==> src/hdl/cio_pkg.sv <==
// Shared types and constants for the console I/O port register bank.
// Used by cio_access and console_io_port_block_top; no other dependencies.
`default_nettype none

package cio_pkg;

  // Console model codes
  localparam logic [1:0] MODEL_MONO    = 2'd0;
  localparam logic [1:0] MODEL_POCKET  = 2'd1;
  localparam logic [1:0] MODEL_COLOR   = 2'd2;
  localparam logic [1:0] MODEL_CRYSTAL = 2'd3;

  // Configuration register indexes
  localparam logic CFG_CONSOLE_MODEL        = 1'b0;
  localparam logic CFG_VERTICAL_ORIENTATION = 1'b1;

  // Access kinds
  localparam logic ACT_READ  = 1'b0;
  localparam logic ACT_WRITE = 1'b1;

  // Port addresses
  localparam logic [15:0] PORT_DMA_SRC_LO  = 16'h0040;
  localparam logic [15:0] PORT_DMA_SRC_MID = 16'h0041;
  localparam logic [15:0] PORT_DMA_SRC_HI  = 16'h0042;
  localparam logic [15:0] PORT_DMA_DST_LO  = 16'h0044;
  localparam logic [15:0] PORT_DMA_DST_HI  = 16'h0045;
  localparam logic [15:0] PORT_DMA_LEN_LO  = 16'h0046;
  localparam logic [15:0] PORT_DMA_LEN_HI  = 16'h0047;
  localparam logic [15:0] PORT_DMA_CTRL    = 16'h0048;
  localparam logic [15:0] PORT_SYSTEM      = 16'h0062;
  localparam logic [15:0] PORT_HW_FLAGS    = 16'h00a0;
  localparam logic [15:0] PORT_INT_BASE    = 16'h00b0;
  localparam logic [15:0] PORT_SER_DATA    = 16'h00b1;
  localparam logic [15:0] PORT_INT_ENABLE  = 16'h00b2;
  localparam logic [15:0] PORT_SER_STATUS  = 16'h00b3;
  localparam logic [15:0] PORT_INT_STATUS  = 16'h00b4;
  localparam logic [15:0] PORT_KEYPAD      = 16'h00b5;
  localparam logic [15:0] PORT_INT_ACK     = 16'h00b6;

  // Fixed masks and values
  localparam logic [7:0] INT_ACK_MASK      = 8'b1111_0010;
  localparam logic [7:0] HW_FLAGS_BASE     = 8'h85;
  localparam logic [7:0] INT_BASE_MASK_MONO  = 8'hf8;
  localparam logic [7:0] INT_BASE_MASK_COLOR = 8'hfe;

  // Architectural register state of the bank
  typedef struct packed {
    logic [19:0] dma_source;
    logic [15:0] dma_target;
    logic [15:0] dma_length;
    logic        dma_mode;
    logic        dma_enable;
    logic [7:0]  irq_vector_base;
    logic [7:0]  serial_byte;
    logic [7:0]  irq_mask;
    logic [7:0]  irq_pending;
    logic        serial_baud;
    logic        serial_enable;
    logic [2:0]  keypad_select;
  } bank_state_t;

  // Configuration registers
  typedef struct packed {
    logic [1:0] console_model;
    logic       vertical;
  } bank_cfg_t;

endpackage

`default_nettype wire

==> src/hdl/cio_access.sv <==
// Port access decode: next register state and result byte for one access.
// Pure combinational; depends on cio_pkg.
`default_nettype none

module cio_access (
  input  var cio_pkg::bank_state_t cur,
  input  var cio_pkg::bank_cfg_t   cfg,
  input  wire logic                action,
  input  wire logic [15:0]         port_address,
  input  wire logic [7:0]          write_data,
  input  wire logic [10:0]         pad_lines,
  input  wire logic [7:0]          interrupt_raise,
  output cio_pkg::bank_state_t     nxt,
  output logic [7:0]               read_data,
  output logic                     dma_start
);

  logic       mono_class;
  logic [3:0] pad_y;
  logic [3:0] pad_x;
  logic [3:0] keys;
  logic [7:0] status_raised;

  assign mono_class = (cfg.console_model == cio_pkg::MODEL_MONO) ||
                      (cfg.console_model == cio_pkg::MODEL_POCKET);
  assign pad_y = pad_lines[3:0];
  assign pad_x = pad_lines[7:4];
  assign status_raised = cur.irq_pending | interrupt_raise;

  // Keypad matrix mux; x select overrides y, buttons override bits 1-3
  always_comb begin
    keys = 4'd0;
    if (cur.keypad_select[0]) begin
      keys = cfg.vertical ? {pad_x[2:0], pad_x[3]} : pad_y;
    end
    if (cur.keypad_select[1]) begin
      keys = cfg.vertical ? {pad_y[2:0], pad_y[3]} : pad_x;
    end
    if (cur.keypad_select[2]) begin
      keys = {pad_lines[10:8], keys[0]};
    end
  end

  // Register update and read mux
  always_comb begin
    nxt = cur;
    nxt.irq_pending = status_raised;
    read_data = 8'd0;
    dma_start = 1'b0;
    if (action == cio_pkg::ACT_WRITE) begin
      case (port_address)
        cio_pkg::PORT_DMA_SRC_LO:  nxt.dma_source[7:0]   = {write_data[7:1], 1'b0};
        cio_pkg::PORT_DMA_SRC_MID: nxt.dma_source[15:8]  = write_data;
        cio_pkg::PORT_DMA_SRC_HI:  nxt.dma_source[19:16] = write_data[3:0];
        cio_pkg::PORT_DMA_DST_LO:  nxt.dma_target[7:0]   = {write_data[7:1], 1'b0};
        cio_pkg::PORT_DMA_DST_HI:  nxt.dma_target[15:8]  = write_data;
        cio_pkg::PORT_DMA_LEN_LO:  nxt.dma_length[7:0]   = {write_data[7:1], 1'b0};
        cio_pkg::PORT_DMA_LEN_HI:  nxt.dma_length[15:8]  = write_data;
        cio_pkg::PORT_DMA_CTRL: begin
          nxt.dma_mode   = write_data[6];
          nxt.dma_enable = write_data[7];
          dma_start      = write_data[7];
        end
        cio_pkg::PORT_INT_BASE: begin
          nxt.irq_vector_base = write_data & (mono_class ? cio_pkg::INT_BASE_MASK_MONO
                                                         : cio_pkg::INT_BASE_MASK_COLOR);
        end
        cio_pkg::PORT_SER_DATA: nxt.serial_byte = write_data;
        cio_pkg::PORT_INT_ENABLE: begin
          nxt.irq_mask    = write_data;
          nxt.irq_pending = status_raised & ~write_data;
        end
        cio_pkg::PORT_SER_STATUS: begin
          nxt.serial_baud   = write_data[6];
          nxt.serial_enable = write_data[7];
        end
        cio_pkg::PORT_KEYPAD: nxt.keypad_select = write_data[6:4];
        cio_pkg::PORT_INT_ACK: begin
          nxt.irq_pending = status_raised & ~(write_data & cio_pkg::INT_ACK_MASK);
        end
        default: ;
      endcase
    end else begin
      case (port_address)
        cio_pkg::PORT_DMA_SRC_LO:  read_data = cur.dma_source[7:0];
        cio_pkg::PORT_DMA_SRC_MID: read_data = cur.dma_source[15:8];
        cio_pkg::PORT_DMA_SRC_HI:  read_data = {4'd0, cur.dma_source[19:16]};
        cio_pkg::PORT_DMA_DST_LO:  read_data = cur.dma_target[7:0];
        cio_pkg::PORT_DMA_DST_HI:  read_data = cur.dma_target[15:8];
        cio_pkg::PORT_DMA_LEN_LO:  read_data = cur.dma_length[7:0];
        cio_pkg::PORT_DMA_LEN_HI:  read_data = cur.dma_length[15:8];
        cio_pkg::PORT_DMA_CTRL:    read_data = {cur.dma_enable, 6'd0, cur.dma_mode};
        cio_pkg::PORT_SYSTEM: begin
          read_data = {(cfg.console_model == cio_pkg::MODEL_CRYSTAL), 7'd0};
        end
        cio_pkg::PORT_HW_FLAGS: begin
          read_data = cio_pkg::HW_FLAGS_BASE | {6'd0, ~mono_class, 1'b0};
        end
        cio_pkg::PORT_INT_BASE: begin
          read_data = cur.irq_vector_base | {6'd0, {2{mono_class}}};
        end
        cio_pkg::PORT_SER_DATA:    read_data = cur.serial_byte;
        cio_pkg::PORT_INT_ENABLE:  read_data = cur.irq_mask;
        cio_pkg::PORT_SER_STATUS: begin
          read_data = {cur.serial_enable, cur.serial_baud, 3'd0, 1'b1, 2'd0};
        end
        cio_pkg::PORT_INT_STATUS:  read_data = status_raised;
        cio_pkg::PORT_KEYPAD:      read_data = {1'b0, cur.keypad_select, keys};
        default:                   read_data = 8'd0;
      endcase
    end
  end

endmodule

`default_nettype wire

==> src/hdl/console_io_port_block_top.sv <==
// Console I/O port register bank: bank registers, config and result register.
// Depends on cio_pkg and cio_access.
//
// Each transfer on the input channel is one port read or write. Decode and
// register update happen in the cycle of the transfer, so the next access
// sees the new register values; the result is held in an output register. One
// access is taken every cycle: the input is ready whenever the result register
// is empty or is being drained in the same cycle, so a stall on the output
// only holds off the input while a result is waiting. Result valid rises in
// the cycle after the input transfer. Configuration writes take effect on the
// next access.
`default_nettype none

module console_io_port_block_top (
  input  wire logic        clk,
  input  wire logic        rst,
  // configuration
  input  wire logic        cfg_write_en,
  input  wire logic        cfg_index,
  input  wire logic [1:0]  cfg_data,
  // access input
  input  wire logic        in_valid,
  output logic             in_ready,
  input  wire logic        action,
  input  wire logic [15:0] port_address,
  input  wire logic [7:0]  write_data,
  input  wire logic [10:0] pad_lines,
  input  wire logic [7:0]  interrupt_raise,
  // result output
  output logic             out_valid,
  input  wire logic        out_ready,
  output logic [7:0]       read_data,
  output logic             dma_start,
  output logic [7:0]       pending_interrupts
);

  cio_pkg::bank_state_t bank;
  cio_pkg::bank_state_t bank_next;
  cio_pkg::bank_cfg_t   cfg;
  logic [7:0]           rd_next;
  logic                 start_next;
  logic                 in_xfer;

  assign in_ready = ~out_valid | out_ready;
  assign in_xfer  = in_valid & in_ready;

  // Configuration registers
  always_ff @(posedge clk) begin
    if (rst) begin
      cfg <= '0;
    end else if (cfg_write_en) begin
      case (cfg_index)
        cio_pkg::CFG_CONSOLE_MODEL:        cfg.console_model <= cfg_data;
        cio_pkg::CFG_VERTICAL_ORIENTATION: cfg.vertical      <= cfg_data[0];
        default: ;
      endcase
    end
  end

  cio_access u_access (
    .cur             (bank),
    .cfg             (cfg),
    .action          (action),
    .port_address    (port_address),
    .write_data      (write_data),
    .pad_lines       (pad_lines),
    .interrupt_raise (interrupt_raise),
    .nxt             (bank_next),
    .read_data       (rd_next),
    .dma_start       (start_next)
  );

  // Bank registers update on each input transfer
  always_ff @(posedge clk) begin
    if (rst) begin
      bank <= '0;
    end else if (in_xfer) begin
      bank <= bank_next;
    end
  end

  // Result register valid
  always_ff @(posedge clk) begin
    if (rst) begin
      out_valid <= 1'b0;
    end else if (in_xfer) begin
      out_valid <= 1'b1;
    end else if (out_ready) begin
      out_valid <= 1'b0;
    end
  end

  // Result payload
  always_ff @(posedge clk) begin
    if (in_xfer) begin
      read_data          <= rd_next;
      dma_start          <= start_next;
      pending_interrupts <= bank_next.irq_pending;
    end
  end

endmodule

`default_nettype wire

==> config.mk <==
export PLATFORM = sky130hd
export DESIGN_NAME = console_io_port_block_top
export DESIGN_NICKNAME = d
export VERILOG_FILES = /design/src/hdl/cio_pkg.sv /design/src/hdl/cio_access.sv /design/src/hdl/console_io_port_block_top.sv
export SDC_FILE = /design/constraint.sdc
export NUM_CORES = 1
export LEC_CHECK = 0
export BUFFER_PORTS_ARGS = -buffer_cell sky130_fd_sc_hd__buf_2
export CAP_MARGIN = 0
export CORE_UTILIZATION = 23
export DETAILED_ROUTE_END_ITERATION = 6
export GPL_TIMING_DRIVEN = 0
export PLACE_DENSITY = 0.36
export SLEW_MARGIN = 5
export SYNTH_ARGS = -nofsm -noshare
export SYNTH_HDL_FRONTEND = slang
export SYNTH_HIERARCHICAL = 1
export SYNTH_SLANG_ARGS = --single-unit
==> constraint.sdc <==
create_clock -name clk -period 2.7 [get_ports clk]
set_input_delay 0.27 -clock clk [delete_from_list [all_inputs] [get_ports clk]]
set_output_delay 0.27 -clock clk [all_outputs]
set_load 0.02 [all_outputs]
==> results of run 1 <==
-- what timing repair did --
action                     CTS  global route
gates resized for setup      2             1
setup endpoints to repair    4             8
hold buffers                 0             0
-- critical path: stages --
cell and delay (ns):
sky130_fd_sc_hd__buf_2 0.11, sky130_fd_sc_hd__nor4_2 0.73, sky130_fd_sc_hd__nand4_1 0.40, sky130_fd_sc_hd__nor2_1 0.62, sky130_fd_sc_hd__a222oi_1 0.23, sky130_fd_sc_hd__a31oi_1 0.33
-- metrics by stage --
step | setup slack (ns) | total power, mW | instances | hold WS, ns | instance area [um2]
6_report | 0.174 | 3.60 | 1267 | 0.167 | 8600
3_5_place_dp | -0.603 | 2.23 | 1251 | 0.537 | 8290
5_1_grt | 0.0880 | 3.73 | 1267 | 0.170 | 8600
4_1_cts | 0.0102 | 3.65 | 1267 | 0.152 | 8600
2_1_floorplan | 0.525 | 2.02 | 784 | 0.414 | 7460
3_3_place_gp | -0.688 | 2.24 | 1251 | 0.539 | 8290
-- path summary, 6_finish.rpt --
kind,from,to,slack (ns),cells after the start
worst max-delay path,port_address[13],read_data[5],0.17,6
worst max register to register,out_valid,read_data[1],0.40,5
worst min-delay path,cfg_data[0],cfg[0],0.17,3
worst min register to register,cfg[0],cfg[0],0.53,2
-- power breakdown --
part / internal [mW] / switching [mW] / total (mW)
Combinational: 0.122 / 0.338 / 0.460
Clock: 0.658 / 0.749 / 1.41
Sequential: 1.72 / 0.0128 / 1.73
Total: 2.50 / 1.10 / 3.60
-- registers in the layout, summed over array words and instances, names as in the netlist --
signal              cells
bank                   91
pending_interrupts      8
read_data               8
cfg                     3
dma_start               1
out_valid               1
-- cell families after synthesis --
family,count (synthesis),share of synthesized area
AO/OA/AOI/OAI,266,0.294
AND/OR/NAND/NOR,223,0.175
flip-flops,112,0.323
multiplexers,97,0.146
buffers and inverters,86,0.0612
-- placed cells by master, fill, tap and decap left out, drive strengths merged, types with 3 or more instances in the layout --
cell type,instances
clkbuf,39
edfxtp,17
nand2b,4
a22o,3
nor2,18
a221oi,5
dfxtp,95
a222oi,6
a211oi,3
mux2,94
a41oi,3
and3,7
buf,116
o21ai,13
and2,4
or4,4
clkinv,3
nor4,9
nand4,4
a21oi,110
nor3,12
nor2b,5
a21bo,91
a22oi,6
nand3b,3
nor4b,6
nand3,100
mux2i,3
nand2,36
a31oi,10
inv,9
-- metal layers --
metal  GRT usage  share of wire  vias up
li1            -              -     3106
met1       0.265           0.49     3179
met2       0.288           0.44      181
met3      0.0301          0.051       30
met4      0.0518          0.021        0
met5           0              0        -
-- final cells by class --
class                      instances  area (um2)
clock inverter                     7        71.3
inverter                           5        18.8
sequential                       112        2410
tap                              402         503
fill                            3458       23100
multi-input combinational        586        4610
clock buffer                       9         225
buffer                            81         438
timing repair buffer              65         325
==> run summary, run 1 <==
The fraction of post-synthesis cell area in the top cell type by area was 0.255; the global-route wire length before repair was 45000 um. Kind of start point of the critical path: a primary input. Among all flip-flop cells after synthesis, the most frequent one is sky130_fd_sc_hd__dfxtp_1. The height of the die is 182 um, and the largest net degree at the start of global routing is 22. After global routing the overflow that remains totals 0.

The run gives 0.00746 mm2 as the synthesized cell area. At the end of the flow, the number of nets in the layout was 912. The H-tree generated during clock tree synthesis spans 3 levels.

For this design the top-level I/O count stands at 71. In this run the worst hold path is classified as primary input to register. After legalization and detailed placement, the total HPWL measured 22300 um. The mean post-synth cell area is 9.51 um2. The tree is rooted in a sky130_fd_sc_hd__clkbuf_16. Setup violations remaining at the end of the flow were counted as 0. The routed design could run at a clock period as short as 2.53 ns. The tool flagged a number of max-cap violations equal to 0. The critical path is of the primary input to register type. The flow ran to the end, but the final reports show violations.

The number of CTS-inserted buffers was 9. The initialized floorplan defines 65 standard-cell rows. The routed via count divided by cell count came out at 5.13. The full die area was 0.0331 mm2. Area of the placeable core: 0.0317 mm2.

The tools report the achievable frequency as 396 MHz. Share of layout cells above drive strength 1: 0.354. The async set-reset flop share out of synthesis came out at 0. In this run the power density over the cells is 418 mW/mm2. Final hold violation count: 0. TritonCTS built the clock tree. For the final routed database, the setup TNS stands at 0 ns. Relative to the synthesized area, the layout overhead comes to 15.4%. The number of antenna violations at the first check in global routing was 0; the number of synthesized register bits was 112. In the post-synthesis netlist, the biggest area contributors are sky130_fd_sc_hd__dfxtp_1 26%, sky130_fd_sc_hd__mux2_2 8.5%, sky130_fd_sc_hd__a21bo_1 7.5%. The clock-pin slew on the worst setup and hold paths is 0.09 ns. The number of distinct standard cells referenced by the synthesized netlist was 69; the setup fix buffers added after clock tree synthesis was 0. The run gives 1 as the remaining routing DRC violations. Setup repair after global routing left no endpoint under its margin. The detail route stage leaves a number of antenna-violating nets equal to 0. The biggest area contributor in the post-synthesis netlist is sky130_fd_sc_hd__dfxtp_1. The logs give 836 for the synthesized netlist net count and 2.70 ns for the arrival time reported for the critical path endpoint. The checks that failed: design-rule violations. The post-synthesis instance total came out at 784. For the relative max-transition margin, the log shows 0.200.

The worst setup path is captured at a register. The first detailed-routing pass took 7 iterations. After detailed routing, the average wire length per cell comes to 24.1 um.

The utilization after layout is 0.271. For this design the static power due to leakage is 2.89 nW. The global placer's final weighted congestion came out at 0.904. The run gives 6496 as the number of vias in the routed layout.

By instance count, the leading cell after synthesis is sky130_fd_sc_hd__nand3_1. The number of global-route vias before repair was 6392; the slew at the pin with the worst max-slew slack was 1.20 ns. The max-slew violation count came out at 0. The repair_antennas step left the layout with diodes totalling 0. Later-pin clock latency in the skew report: 0.37 ns.

The worst vdd rail ir drop is 312 uV. Horizontal extent of the die: 182 um. The worst-case clock buffer depth was 2; the top fanout value on the critical path was 6.

Across the routed clock network, the largest skew measured is 0.0136 ns. The tools report the violation count after the first detailed-routing iteration as 566. The logs give 2.87 ns for the worst path required time and 0.235 for the starting density of the core.

The tools report the total global-route track usage as 0.186. The share of the yosys chip area belonging to registers came out at 0.323. During synthesis, Yosys emitted a total of 6 warnings.

The clock sink count was 112; the quantity of I/O buffers inserted on ports was 65. The wire length reported by the detailed router is 30500 um. The number of enable flip-flop cells after synthesis was 17.

The portion of the clock cycle consumed by the worst path in the final layout came out at 0.936. In the synthesized netlist, the cells that appear most often are 99 x sky130_fd_sc_hd__nand3_1, 95 x sky130_fd_sc_hd__dfxtp_1, 56 x sky130_fd_sc_hd__a21bo_1, 56 x sky130_fd_sc_hd__a21oi_2, 56 x sky130_fd_sc_hd__mux2_2.
Power figures use the tool's default switching activity.
==> run 2: changes to the inputs <==
ABC_AREA = 1   (was unset)
==> run 2 against run 1 <==
  * Utilization unchanged
  * Via count rose by 20%
  * Critical path type is now register to register
  * Wire length grew 6.3%
  * The flow now finishes without violations
  * Sequential share of layout area did not move
==> run summary, run 2 <==
The buffer cell driving the clock tree root was sky130_fd_sc_hd__clkbuf_16. In the final layout, the registers with the most flip-flops are bank x91, pending_interrupts x8, read_data x8. The worst vdd rail ir drop was 296 uV; the clock sink count was 112. The number of gates resized after CTS was 0. The number of enable flip-flop cells after synthesis is 17, and the fraction of post-synthesis cell area in the top cell type by area is 0.256. The worst setup path is captured at a register.

The slew at the pin with the worst max-slew slack was 1.19 ns. sky130_fd_sc_hd__nand2_1 is the most common cell in the netlist. The share of the yosys chip area belonging to registers was 0.324; the synthesized netlist net count was 1231. In the routed layout, each cell is associated on average with a via count of 4.67. The logs give 71 for the number of placed I/O pins and 0 for the number of antenna violations at the first check in global routing.

In the post-synthesis netlist, the biggest area contributors are sky130_fd_sc_hd__dfxtp_1 26%, sky130_fd_sc_hd__nand2_1 13%, sky130_fd_sc_hd__nand3_1 13%. The biggest area contributor in the post-synthesis netlist is sky130_fd_sc_hd__dfxtp_1. In this design, the stage delay of the slowest critical-path cell is 0.37 ns. The cell area that synthesis handed to floorplanning was 0.00744 mm2. The tools report the number of global-route vias before repair as 7359.

The filler cells instantiated in the layout total 3658. The congestion estimate from routability-driven global placement came to 0.877. The flow ran to the end, and the final reports show no timing, DRC or antenna violations.

Post-CTS timing repair inserted 0 buffers for setup. The later-pin clock latency in the skew report came out at 0.38 ns. The utilization after layout was 0.271; the share of layout cells above drive strength 1 was 0.164. The most used flip-flop cell after synthesis is sky130_fd_sc_hd__dfxtp_1. The flip-flop count of the largest register after layout is 91. The top fanout value on the critical path works out to 10. Sorting the synthesized cells by how often they occur yields 264 x sky130_fd_sc_hd__nand2_1, 188 x sky130_fd_sc_hd__nand3_1, 156 x sky130_fd_sc_hd__nor2_1, 140 x sky130_fd_sc_hd__inv_1, 96 x sky130_fd_sc_hd__a21oi_1. In the final routed layout, each cell accounts on average for 19.4 um. Counting flops per register, the top entry is bank. Leakage power: 3.99 nW. The final critical path time including I/O delays and setup came out at 1.91 ns.

The design draws 4.12 mW. Summing all multi-input logic gate instances after layout gives 0.00393 mm2. The arrival time reported for the critical path endpoint was 2.01 ns; the portion of the clock cycle consumed by the worst path in the final layout was 0.706. Leaving out fill and tap cells, the most frequent cells in the layout are 264 x sky130_fd_sc_hd__nand2_1, 188 x sky130_fd_sc_hd__nand3_1, 156 x sky130_fd_sc_hd__nor2_1, 140 x sky130_fd_sc_hd__inv_1, 105 x sky130_fd_sc_hd__buf_2. Clock-pin slew was measured on the worst setup and hold paths at 0.09 ns. The routed layout has 7785 vias.

The antenna diode count was 0; the number of distinct standard cells referenced by the synthesized netlist was 32. Relative max-transition margin: 0.207. The worst path required time was 2.80 ns; the total number of nets in the final design was 1312. The number of clock buffers added by TritonCTS is 9.

The horizontal extent of the die is 182 um. Setup repair after global routing left no endpoint under its margin. The async set-reset flop share out of synthesis was 0. The run gives 22 as the largest net degree at the start of global routing. After floorplanning, the core was sized to cover 0.0317 mm2. The tool flagged a number of max-cap violations equal to 0. The final hold violation count was 0; the pre-CTS worst setup slack was 0.520 ns. For this run, the number of Yosys warnings is 6. The initialized floorplan defines 65 standard-cell rows.

Dividing total power by cell area gives a power density of 479 mW/mm2. The count of nets left with antenna violations once routing finished came out at 0. The library cell used most frequently in the layout, excluding fill and tap cells, is sky130_fd_sc_hd__nand2_1.

The max-slew violation count came out at 0. Among all stages on the critical path, the largest delay is contributed by sky130_fd_sc_hd__dfxtp_1. The critical path goes through buf_2, inv_1, nand2_1, nand3_1, nand2_1, nand3_1, nand2_1, nor2_1, nand2_1, nor2_1, nor2_1.

In this design, the critical path's most frequently occurring cell is sky130_fd_sc_hd__nand2_1. Derived from the worst setup path, the maximum achievable clock frequency is 524 MHz. The number of synthesized register bits came out at 112.

For this run, the detailed router's first-pass iteration total came to 5. After detailed routing, the number of remaining DRC violations is 0. The run gives 0 as the number of buffers inserted by hold repair at cts. The number of H-tree levels was 3. The logs give 0.199 for the total global-route track usage and 0.0164 ns for the worst clock skew.

The average instance in the mapped netlist occupies 6.31 um2. The worst slack on hold paths was 0.0923 ns; the layout overhead on the synthesized area was 15.6%. Setup violations remaining at the end of the flow were counted as 0. TritonCTS built the clock tree.

For this block, the routed nets add up to 32400 um of wire. The full die area was 0.0331 mm2; the worst-case clock buffer depth was 2. The worst setup path is of the register to register kind. Buffers placed on the I/O ports in this run total 69. The starting density of the core is 0.235, and the global-route wire length before repair is 48200 um. Height of the die: 182 um. After legalization and detailed placement, the total HPWL measured 23900 um. The worst setup path is launched from a register.

The class of the tightest hold or removal check was primary input to register. The detailed router finished its first iteration with 664 violations. The post-synthesis instance total was 1179; the setup slack after layout was 0.793 ns. Registers take 0.00241 mm2. Summed over all layers, the global routing overflow is 0.
==> run 2: stage by stage <==
step | cell area [um2] | TNS [ns] | cells
floorplan | 7440 | 0 | 1179
global placement | 8290 | -6.30 | 1650
detailed placement | 8300 | 0 | 1651
CTS | 8600 | 0 | 1667
global route | 8600 | 0 | 1667
finish | 8600 | 0 | 1667
==> run 2: routing by layer <==
metal | vias up | GRT usage | share of wire
li1 | 3938 | - | -
met1 | 3593 | 0.267 | 0.47
met2 | 219 | 0.333 | 0.46
met3 | 35 | 0.0291 | 0.051
met4 | 0 | 0.0531 | 0.022
met5 | - | 0 | 0
==> run 2: cells by family after synthesis <==
kind of cell           synth area share
buffers and inverters             0.148
muxes                           0.00303
and+or+nand+nor                   0.390
AOI/OAI and AO/OA                 0.134
DFF                               0.324
==> run 2: area by class of cell <==
class                   instances  share of cell area
plain buffers                  77              0.0650
clock inverters                 7             0.00858
repair buffers                 70              0.0415
clock buffers                   9              0.0262
inverters                     145              0.0633
well taps                     402              0.0585
multi-input cells             845               0.457
flip-flops and latches        112               0.280
==> run 2: critical path: cells and delay by family (launching register included) <==
family / cells / cell delay (ns)
AND/OR/NAND/NOR: 9 / 0.87
buffers and inverters: 2 / 0.38
flip-flops: 1 / 0.37
==> run 2: power by group <==
| group | leakage [nW] | switching (mW) | total [mW] | internal [mW] |
|---|---|---|---|---|
| Combinational | 2.89 | 0.475 | 0.747 | 0.272 |
| Sequential | 0.952 | 0.117 | 1.93 | 1.81 |
| Clock | 0.147 | 0.779 | 1.44 | 0.662 |
==> run 2: final timing paths <==
path	from	end	slack [ns]	depth (start not counted)
max	cfg[0]	read_data[0]	0.79	11
min	rst	cfg[0]	0.09	2
max reg2reg	cfg[0]	read_data[0]	0.79	11
min reg2reg	bank[5]	bank[5]	0.48	2
==> run 3: changes to the inputs <==
ABC_AREA = 0   (was 1)
PLACE_DENSITY = 0.37   (was 0.36)
clock period = 1.75 ns   (was 2.7 ns; I/O delays follow)
==> run 3 against run 2 <==
  * The run now ends with negative setup slack left
  * Via count is 11% lower
  * Count of clock-buffer cells in the layout stayed put
  * Highest routed layer unchanged
  * Utilization is 6.5 points higher
  * Non-clock buffer count is 55 higher
  * Power is 41% higher
  * Critical path depth is 2 lower
  * Setup slack worse by 1.0 ns
  * Sequential share of layout area is 5.4 points lower
  * Combinational power is 22% higher
  * Clock power is 54% higher
  * Sequential power is 38% higher
  * Final area is 24% higher
==> run summary, run 3 (synthesis results as in run 1) <==
TritonCTS built the clock tree. The run gives -0.248 ns as the setup slack after layout. Using the TritonRoute via totals, the vias-per-cell ratio works out to 5.24.

Setup repair after global routing could not meet its margin everywhere. In this run the number of H-tree levels came out at 3. The tools report the relative max-transition margin as 0.260.

The longest clock path from root to sink contains 2 buffers. Along the worst path, the maximum fanout reaches 8. The delay contributed by the slowest stage of the critical path was 0.64 ns; the total global-route track usage was 0.197. The number of buffer and inverter instances along the worst setup path is 4, and the flip-flop count of the largest register after layout is 91. Worst slack on hold paths: 0.0718 ns. Most frequent standard cell in the layout excluding fill and tap cells: sky130_fd_sc_hd__dfxtp_1.

The horizontal extent of the die was 182 um; the number of vias in the routed layout was 6951. The worst setup path is captured at a register. The total number of nets in the final design was 969. Before CTS, the worst setup slack after placement is -1.41 ns.

The largest net degree at the start of global routing came out at 20. The final hold violation count is 0. The power per unit of standard cell area was 544 mW/mm2. IR analysis of the VDD net gives a maximum drop of 369 uV. In the routed design, unresolved DRC markers number 0. Routability-driven placement finished with a final weighted congestion of 0.911. Total power for the finished layout comes to 5.80 mW. STA puts the critical path data required time at 1.92 ns.

The leakage power is 3.56 nW. The post-detailed-route wirelength per cell came out at 24.7 um. The largest registers in the layout are bank x91, pending_interrupts x8, read_data x8.

At the worst endpoint, the arrival time is 2.16 ns. Once detail routing completed, the nets flagged for antenna violations numbered 0. The share of layout cells above drive strength 1 works out to 0.607. After detailed routing, the total wire length is 32800 um. After clock tree synthesis, the clock-pin slew on the worst setup and hold paths is 0.08 ns. For this run the aggregate overflow at the end of global routing stands at 0. The count of buffers added on input and output ports is 65. The slowest stage of the critical path belongs to the cell sky130_fd_sc_hd__or4_4. After floorplanning, the core was divided into 65 placement rows.

More flip-flops sit in one register than any other, and that register is bank. The run finished, with violations left. Later-pin clock latency in the skew report: 0.37 ns.

The cell that appears most often on the critical path is sky130_fd_sc_hd__buf_6. The critical path goes through buf_8, or4_4, nor3_4, buf_6, buf_12, buf_6, nand2_2, a41o_4, a31oi_1. Measured along the y axis, the die boundary spans 182 um. The setup path with the least slack is of type primary input to register.

The cell family contributing the most delay on the critical path is simple AND/OR/NAND/NOR gates. CTS saw 112 sinks. The run gives 0.235 as the starting density of the core.

The number of buffers inserted by hold repair at cts was 0; the final critical path time including I/O delays and setup was 2.00 ns. The logs give 71 for the number of placed I/O pins and 0.336 for the utilization after layout. The achievable frequency was 501 MHz.

Setup violations remaining at the end of the flow were counted as 90. The final reports fail on negative setup slack. The run gives 47900 um as the global-route wire length before repair.

In this run, CTS created clock tree buffers numbering 9. The worst clock skew is 0.00961 ns. The worst setup path is launched from a primary input. The number of antenna violations at the first check in global routing came out at 1.

The number of global-route vias before repair came out at 6912. The tools report the max-slew violation count as 0. Leaving out fill and tap cells, the most frequent cells in the layout are 91 x sky130_fd_sc_hd__dfxtp_1, 81 x sky130_fd_sc_hd__buf_2, 81 x sky130_fd_sc_hd__a21oi_2, 73 x sky130_fd_sc_hd__nand3_2, 72 x sky130_fd_sc_hd__mux2_4. The core region is 0.0317 mm2. The wire-length estimate of the detail-placed layout is 22600 um. The logs give 569 for the violation count after the first detailed-routing iteration and 0.0331 mm2 for the full die area. Max-cap violations in this run came to 0. The iteration count of the initial detailed-routing pass is 5.

The area growth from synthesis to layout is 43.1%. Class of the tightest hold or removal check: primary input to register. At the pin with the least slew margin, the transition time is 1.11 ns.

The buffer cell driving the clock tree root was sky130_fd_sc_hd__clkbuf_16. The portion of the clock cycle consumed by the worst path in the final layout works out to 1.14.
-- run 3: cell type report --
| type | instances | area, um2 |
|---|---|---|
| antenna | 2 | 5.00 |
| buffer | 76 | 515 |
| clock buffer | 9 | 225 |
| clock inverter | 7 | 72.6 |
| fill | 3285 | 21000 |
| inverter | 5 | 18.8 |
| multi-input combinational | 587 | 5900 |
| sequential | 112 | 2420 |
| tap | 402 | 503 |
| timing repair buffer | 126 | 1010 |
-- run 3: report_power, final --
group          switching (mW)  total, mW  internal (mW)  leakage, nW
sequential             0.0209       2.67           2.65        0.934
combinational           0.622      0.910          0.288         2.48
clock                    1.10       2.22           1.12        0.143
total                    1.75       5.80           4.05         3.56
-- run 3: final timing paths --
| kind | cells after the start | startpoint | slack, ns | to |
|---|---|---|---|---|
| worst min-delay path | 3 | cfg_data[0] | 0.07 | cfg[0] |
| worst min register to register | 2 | bank[8] | 0.57 | bank[8] |
| worst max register to register | 5 | cfg[0] | -0.21 | read_data[3] |
| worst max-delay path | 9 | port_address[12] | -0.25 | read_data[3] |
-- run 3: per-stage QoR --
stage	area, um2	cells	TNS, ns
after floorplan	7630	784	-19.97
after global placement	8460	1251	-90.00
after CTS	10100	1309	-8.75
final	10700	1326	-11.96
after detailed placement	8460	1251	-87.18
after global routing	10700	1324	-15.09
-- run 3: repair_timing --
item,in CTS,in global routing
buffers inserted,44,18
gates resized for setup,202,110
cloned,2,0
setup endpoints to repair,125,105
pin swaps,37,47
-- run 3: layer usage --
| metal | up-vias | track usage | share of wire |
|---|---|---|---|
| met5 | - | 0 | 0 |
| met4 | 0 | 0.0662 | 0.027 |
| met3 | 36 | 0.0361 | 0.040 |
| met2 | 174 | 0.311 | 0.46 |
| met1 | 3527 | 0.269 | 0.47 |
| li1 | 3214 | - | - |
-- run 3: worst min-delay path, stage by stage --
cell and delay, ns:
sky130_fd_sc_hd__buf_2 0.11, sky130_fd_sc_hd__nand3_1 0.06, sky130_fd_sc_hd__a21oi_1 0.05
